## config.mk

```make
export PLATFORM = sky130hd
export DESIGN_NAME = sorted_priority_queue_core
export DESIGN_NICKNAME = d
export VERILOG_FILES = /design/src/rtl/core/spq_pkg.sv /design/src/rtl/core/spq_cell.sv /design/src/rtl/core/sorted_priority_queue_core.sv
export SDC_FILE = /design/constraint.sdc
export NUM_CORES = 2
export LEC_CHECK = 0
export BUFFER_PORTS_ARGS = -buffer_cell sky130_fd_sc_hd__buf_2
export CAP_MARGIN = 15
export CORE_MARGIN = 3
export CORE_UTILIZATION = 55
export CTS_BUF_LIST = sky130_fd_sc_hd__clkbuf_4 sky130_fd_sc_hd__clkbuf_8
export DETAILED_ROUTE_END_ITERATION = 12
export PLACE_DENSITY = 0.71
export SKIP_CTS_REPAIR_TIMING = 1
export SYNTH_ARGS = -nofsm -noshare
export SYNTH_HDL_FRONTEND = slang
export SYNTH_SLANG_ARGS = --single-unit
```

## constraint.sdc

```tcl
create_clock -name clk -period 8 [get_ports clk]
set_input_delay 2 -clock clk [delete_from_list [all_inputs] [get_ports clk]]
set_output_delay 2 -clock clk [all_outputs]
set_load 0.03 [all_outputs]
```

## src/rtl/core/spq_pkg.sv

```systemverilog
`timescale 1ns / 1ps

package spq_pkg;

	localparam int CAPACITY_DEF     = 16;
	localparam int PRIO_BITS_DEF    = 16;
	localparam int PAYLOAD_BITS_DEF = 32;

	localparam int OPCODE_W  = 2;
	localparam int KEY_W     = 16;
	localparam int PAY_W     = 32;
	localparam int COUNT_W   = 5;
	localparam int STATUS_W  = 2;

	typedef enum logic [OPCODE_W-1:0] {
		OP_INSERT = 2'd0,
		OP_REMOVE = 2'd1,
		OP_PEEK   = 2'd2
	} opcode_t;

	typedef enum logic [STATUS_W-1:0] {
		ST_OK    = 2'd0,
		ST_EMPTY = 2'd1,
		ST_FULL  = 2'd2
	} status_t;

	typedef struct packed {
		logic ins;
		logic rem;
	} cell_ctl_t;

endpackage

```

## src/rtl/core/spq_cell.sv

```systemverilog
`timescale 1ns / 1ps

module spq_cell #(
	parameter int PRIO_BITS    = spq_pkg::PRIO_BITS_DEF,
	parameter int PAYLOAD_BITS = spq_pkg::PAYLOAD_BITS_DEF
) (
	input  logic                    clk,
	input  spq_pkg::cell_ctl_t      ctl,
	input  logic                    occupied,
	input  logic                    left_keep,
	input  logic [PRIO_BITS-1:0]    new_prio,
	input  logic [PAYLOAD_BITS-1:0] new_pay,
	input  logic [PRIO_BITS-1:0]    left_prio,
	input  logic [PAYLOAD_BITS-1:0] left_pay,
	input  logic [PRIO_BITS-1:0]    right_prio,
	input  logic [PAYLOAD_BITS-1:0] right_pay,
	output logic [PRIO_BITS-1:0]    prio,
	output logic [PAYLOAD_BITS-1:0] pay,
	output logic                    keep
);

	logic [PRIO_BITS-1:0]    prio_q;
	logic [PAYLOAD_BITS-1:0] pay_q;

	assign keep = occupied && (prio_q >= new_prio);
	assign prio = prio_q;
	assign pay  = pay_q;

	always_ff @(posedge clk) begin
		if (ctl.rem) begin
			prio_q <= right_prio;
			pay_q  <= right_pay;
		end else if (ctl.ins && !keep) begin
			if (left_keep) begin
				prio_q <= new_prio;
				pay_q  <= new_pay;
			end else begin
				prio_q <= left_prio;
				pay_q  <= left_pay;
			end
		end
	end

endmodule

```

## src/rtl/core/sorted_priority_queue_core.sv

```systemverilog
`timescale 1ns / 1ps

// Sorted priority queue built as a row of CAPACITY compare cells, highest
// priority in cell 0, equal priorities kept in arrival order. Every cell
// compares its own entry with the incoming key in parallel and then holds,
// loads the new word or takes its neighbour's entry, so each operation
// completes as it is accepted: a command word is taken every cycle while
// the response side keeps up, and its response word appears in the output
// register in the cycle after acceptance. Throughput is set by that single
// output register: cmd_ready drops only while a response waits unread.
module sorted_priority_queue_core #(
	parameter int CAPACITY     = spq_pkg::CAPACITY_DEF,
	parameter int PRIO_BITS    = spq_pkg::PRIO_BITS_DEF,
	parameter int PAYLOAD_BITS = spq_pkg::PAYLOAD_BITS_DEF
) (
	input  logic                          clk,
	input  logic                          arst_n,
	input  logic                          cmd_valid,
	output logic                          cmd_ready,
	input  logic [spq_pkg::OPCODE_W-1:0]  opcode,
	input  logic [spq_pkg::KEY_W-1:0]     key_priority,
	input  logic [spq_pkg::PAY_W-1:0]     payload,
	output logic                          res_valid,
	input  logic                          res_ready,
	output logic [spq_pkg::PAY_W-1:0]     head_payload,
	output logic [spq_pkg::KEY_W-1:0]     head_priority,
	output logic                          is_empty,
	output logic [spq_pkg::COUNT_W-1:0]   entry_count,
	output logic [spq_pkg::STATUS_W-1:0]  status
);

	localparam int CNT_W = $clog2(CAPACITY + 1);

	logic [CNT_W-1:0]        count_q;
	logic [CNT_W-1:0]        count_nxt;
	logic                    fire;
	logic                    full;
	logic                    empty;
	logic [63:0]             key_ext;
	logic [63:0]             pay_ext;
	logic [PRIO_BITS-1:0]    key_w;
	logic [PAYLOAD_BITS-1:0] pay_w;
	spq_pkg::cell_ctl_t      ctl;
	spq_pkg::status_t        st_nxt;
	logic [PRIO_BITS-1:0]    head_prio_nxt;
	logic [PAYLOAD_BITS-1:0] head_pay_nxt;

	logic [PRIO_BITS-1:0]    cell_prio [CAPACITY];
	logic [PAYLOAD_BITS-1:0] cell_pay  [CAPACITY];
	logic                    cell_keep [CAPACITY];

	logic                    res_valid_q;
	logic [spq_pkg::PAY_W-1:0]    res_pay_q;
	logic [spq_pkg::KEY_W-1:0]    res_prio_q;
	logic                         res_empty_q;
	logic [spq_pkg::COUNT_W-1:0]  res_count_q;
	spq_pkg::status_t             res_status_q;

	assign cmd_ready = !res_valid_q || res_ready;
	assign fire      = cmd_valid && cmd_ready;
	assign full      = (count_q == CNT_W'(CAPACITY));
	assign empty     = (count_q == '0);
	assign key_ext   = 64'(key_priority);
	assign pay_ext   = 64'(payload);
	assign key_w     = key_ext[PRIO_BITS-1:0];
	assign pay_w     = pay_ext[PAYLOAD_BITS-1:0];

	always_comb begin
		ctl           = '0;
		count_nxt     = count_q;
		st_nxt        = spq_pkg::ST_OK;
		head_prio_nxt = cell_prio[0];
		head_pay_nxt  = cell_pay[0];
		case (opcode)
			spq_pkg::OP_INSERT: begin
				if (full) begin
					st_nxt = spq_pkg::ST_FULL;
				end else begin
					ctl.ins   = fire;
					count_nxt = count_q + CNT_W'(1);
					if (empty || (key_w > cell_prio[0])) begin
						head_prio_nxt = key_w;
						head_pay_nxt  = pay_w;
					end
				end
			end
			spq_pkg::OP_REMOVE: begin
				if (empty) begin
					st_nxt = spq_pkg::ST_EMPTY;
				end else begin
					ctl.rem   = fire;
					count_nxt = count_q - CNT_W'(1);
				end
			end
			default: begin
				if (empty) begin
					st_nxt = spq_pkg::ST_EMPTY;
				end
			end
		endcase
		if (st_nxt == spq_pkg::ST_EMPTY) begin
			head_prio_nxt = '0;
			head_pay_nxt  = '0;
		end
	end

	for (genvar i = 0; i < CAPACITY; i++) begin : g_cell
		logic                    occ;
		logic                    lkeep;
		logic [PRIO_BITS-1:0]    lprio;
		logic [PAYLOAD_BITS-1:0] lpay;
		logic [PRIO_BITS-1:0]    rprio;
		logic [PAYLOAD_BITS-1:0] rpay;

		assign occ = (CNT_W'(i) < count_q);

		if (i == 0) begin : g_first
			assign lkeep = 1'b1;
			assign lprio = key_w;
			assign lpay  = pay_w;
		end else begin : g_inner
			assign lkeep = cell_keep[i-1];
			assign lprio = cell_prio[i-1];
			assign lpay  = cell_pay[i-1];
		end

		if (i == CAPACITY - 1) begin : g_last
			assign rprio = cell_prio[i];
			assign rpay  = cell_pay[i];
		end else begin : g_body
			assign rprio = cell_prio[i+1];
			assign rpay  = cell_pay[i+1];
		end

		spq_cell #(
			.PRIO_BITS    (PRIO_BITS),
			.PAYLOAD_BITS (PAYLOAD_BITS)
		) u_cell (
			.clk        (clk),
			.ctl        (ctl),
			.occupied   (occ),
			.left_keep  (lkeep),
			.new_prio   (key_w),
			.new_pay    (pay_w),
			.left_prio  (lprio),
			.left_pay   (lpay),
			.right_prio (rprio),
			.right_pay  (rpay),
			.prio       (cell_prio[i]),
			.pay        (cell_pay[i]),
			.keep       (cell_keep[i])
		);
	end

	always_ff @(posedge clk or negedge arst_n) begin
		if (!arst_n) begin
			count_q     <= '0;
			res_valid_q <= 1'b0;
		end else begin
			if (fire) begin
				count_q     <= count_nxt;
				res_valid_q <= 1'b1;
			end else if (res_ready) begin
				res_valid_q <= 1'b0;
			end
		end
	end

	logic [63:0] hp_ext;
	logic [63:0] hy_ext;
	logic [63:0] cnt_ext;

	assign hp_ext  = 64'(head_prio_nxt);
	assign hy_ext  = 64'(head_pay_nxt);
	assign cnt_ext = 64'(count_nxt);

	always_ff @(posedge clk) begin
		if (fire) begin
			res_pay_q    <= hy_ext[spq_pkg::PAY_W-1:0];
			res_prio_q   <= hp_ext[spq_pkg::KEY_W-1:0];
			res_empty_q  <= (count_nxt == '0);
			res_count_q  <= cnt_ext[spq_pkg::COUNT_W-1:0];
			res_status_q <= st_nxt;
		end
	end

	assign res_valid     = res_valid_q;
	assign head_payload  = res_pay_q;
	assign head_priority = res_prio_q;
	assign is_empty      = res_empty_q;
	assign entry_count   = res_count_q;
	assign status        = res_status_q;

endmodule

```

==> impl_results.md <==
- Status: completed
- Largest net degree at the start of global routing: 285
- Final #Nets: 4628
- Tot Pwr: 13940 µW
- Syn nets: 4671
- Top delay family on crit path: compound AO/OA/AOI/OAI gates
- Fin Clk Skew: 59.71 ps
- RSZ-0062 raised after global routing: false
- Cell Pwr Density: 272.3 nW/µm²
- Int Power: 9272 µW
- Sequential share of power: 0.434
- Post-Syn Area: 46980 µm²
- DR iter-0 viols: 3148
- First-pass GRT wire length: 194200 µm
- Net Sw Frac: 0.3350
- Worst-margin pin slew: 1102 ps
- Gate power share: 0.280
- Peak Freq: 181.1 MHz
- Worst slew margin: 0.2653
- CP endpoint kind: register
- Die ar.: 88960 µm²
- Crit Path Max Fanout: 24
- Finished Cell Area: 51200 µm²
- WP depth: 11
- Final period utilization: 0.6904
- Final setup violation count: 0
- Period minus WS final: 5523 ps
- Pre-antenna DRT Iters: 6
- GP Congestion: 0.9259
- Average size of a mapped cell: 10.78 µm²
- DRT antenna net count: 0
- Final hold viol count: 0
- Site Rows: 106
- Share of synthesized flip-flops with an asynchronous set or reset: 0.007229
- Slew Viols, Final: 0
- Register bit total from synthesis: 830
- Area Overhead vs Synth: 8.972%
- Htree depth: 4
- Clock tree sinks: 830
- Vias in the first global route: 33105
- Post-DP HPWL: 79250 µm
- Post-Syn Instances: 4357
- Initial antenna violation count: 2
- Via count: 34098
- Ys Warns: 0
- GRT overflow: 0
- Clk pwr share: 0.286
- Peak VDD IR: 0.1620 mV
- Core area: 84090 µm²
- Dpl cell area: 48320 µm²
- LEAKAGE: 0.01972 µW
- Num CTS Buffers: 149
- Crit path kind: in -> reg
- Sw power: 4671 µW
- Crit path buf inv count: 3
- Most used flip-flop cell after synthesis: edfxtp_1
- Worst EP required: 8460 ps
- Hold path cells: 2
- PortBufs: 111
- Top Ports: 112
- Hold crit path type: reg -> reg
- Die height: 298.3 µm
- CTS tree: built
- Sequential-to-total area share from yosys stat: 0.5299
- Worst skew pair latency: 840 ps
- DRC Markers: 0
- Reg2reg path depth: 10
- Post-synth EDFFs: 824
- CP peak stage delay: 630 ps
- Crit-path cells: buf_2 > inv_1 > ha_1 > a21oi_1 > o21ai_0 > a2111oi_0 > o21ai_0 > a221oi_1 > or3_2 > and2_2 > buf_4
- Total routed wirelength: 125100 µm
- Setup TNS: 0 ps
- Starting Density: 0.5587
- DR WL/cell: 22.50 µm
- Crit path top cell by count: o21ai_0
- Root Buffer: clkbuf_8
- Clock Pin Slew Worst Setup and Hold Paths: 60 ps
- Vias per Instance: 6.136
- Slowest-stage cell, CP: and2_2
- Max-Cap Viols: 0
- CP Data Arrival Time: 5980 ps
- Startpoint Class: input port
- Fill cells: 6913
- Chip width: 298.3 µm
- Post-synth cell types: 60
- Share of cells above drive strength 1: 0.1206
- Global Route Usage Sum: 0.2785
- Clock buffer depth: 3
worst paths after layout:
check / from / end / slack, ps
max: key_priority[11] / g_cell[7].u_cell.pay[2] / 2480
min: g_cell[4].u_cell.pay[20] / g_cell[3].u_cell.pay[20] / 520
max reg2reg: count_q[0] / g_cell[8].u_cell.pay[9] / 3720
min reg2reg: g_cell[4].u_cell.pay[20] / g_cell[3].u_cell.pay[20] / 520
max in group asynchronous: arst_n / count_q[1] / 6820
min in group asynchronous: arst_n / count_q[0] / 990
routing by layer:
| layer | share of wire | vias up | track usage |
|---|---|---|---|
| li1 | - | 15907 | - |
| met1 | 0.44 | 16601 | 0.3889 |
| met2 | 0.46 | 1369 | 0.4372 |
| met3 | 0.076 | 221 | 0.05174 |
| met4 | 0.030 | 0 | 0.09974 |
| met5 | 0 | - | 0 |
cell families after synthesis:
logic type | Yosys count | share of synthesized area
muxes | 659 | 0.1418
xor gates and xnor gates | 2 | 0.0003729
adders and majority gates | 260 | 0.06924
DFF | 830 | 0.5299
and+or+nand+nor | 1219 | 0.1045
buffers and inverters | 409 | 0.03539
AOI/OAI and AO/OA | 978 | 0.1188
tightest hold or removal path: cells and delay by family, from the launching register on:
kind	cells	cell delay, ps
and+or+nand+nor	1	50
AOI/OAI and AO/OA	1	70
DFF	1	340
sequential cells by signal, summed over array words and instances (netlist names):
signal and count:
count_q 5, entry_count 5, g_cell.u_cell.pay 512, g_cell.u_cell.prio 256
head_payload 32, head_priority 16, is_empty 1, res_valid 1
status 2
cells in the mapped netlist (all sizes together), types with 2 or more instances:
cell     number  area share
edfxtp      824        0.53
nand2       748       0.060
mux2i       608        0.13
o21ai       570       0.061
nor2        328       0.026
ha          260       0.069
clkbuf      255       0.020
a21oi       197       0.021
buf         115       0.012
a31oi        57      0.0076
nor3         56      0.0062
mux2         51       0.012
o221a        48       0.012
inv          38      0.0030
a21o         34      0.0054
nand4        25      0.0033
nand2b       17      0.0023
nand3        14      0.0015
a211oi        8      0.0014
o21a          8      0.0013
a2111oi       7      0.0013
and4          7      0.0013
nor2b         7     0.00093
dfrtp         6      0.0032
o211ai        6     0.00096
o31ai         6     0.00096
a211o         5     0.00093
a221oi        5     0.00093
a41oi         5     0.00093
o22ai         5     0.00067
and2          4     0.00053
or4           4     0.00064
nor3b         3     0.00048
o2bb2ai       3     0.00056
o31a          3     0.00056
a22oi         2     0.00032
o32ai         2     0.00037
or3           2     0.00027
xnor2         2     0.00037
power groups by stage:
stage	Clock [µW]	Sequential (µW)	Combinational (µW)
finish	3990	6050	3900
global route	4240	6110	4260
CTS	4050	6050	3880
detailed placement	0	6130	3870
global placement	0	6120	3770
floorplan	0	6080	2740
placed cells by master, fill, tap and decap left out, types with 55 or more instances in the layout:
cell type	synthesis	final
edfxtp_1	824	824
a31oi_1	57	55
a21oi_1	197	196
nand2_1	746	736
mux2i_1	608	608
ha_1	260	260
buf_2	63	112
clkbuf_8	0	150
nor3_1	55	55
o21ai_0	562	557
nor2_1	328	326
buf_4	9	55
stage by stage:
step	util	setup WS [ps]	instances	hold WS [ps]
6_report	0.6089	2477	5557	522.7
5_1_grt	0.6089	2277	5557	551.0
4_1_cts	0.6088	2566	5555	522.6
3_5_place_dp	0.5747	1655	5297	531.7
3_3_place_gp	0.5746	1849	5296	511.4
2_1_floorplan	-	735.5	4357	509.4
final cells by class:
class,instances,area [µm²],share of cell area
flip-flops and latches,830,24890,0.4862
multi-input cells,3118,20710,0.4045
clock inverters,57,422.9,0.008260
well taps,1134,1419,0.02771
clock buffers,201,2447,0.04780
inverters,39,147.6,0.002884
repair buffers,176,1154,0.02253
diodes,2,5.005,0.00009776
Power figures use the tool's default switching activity.
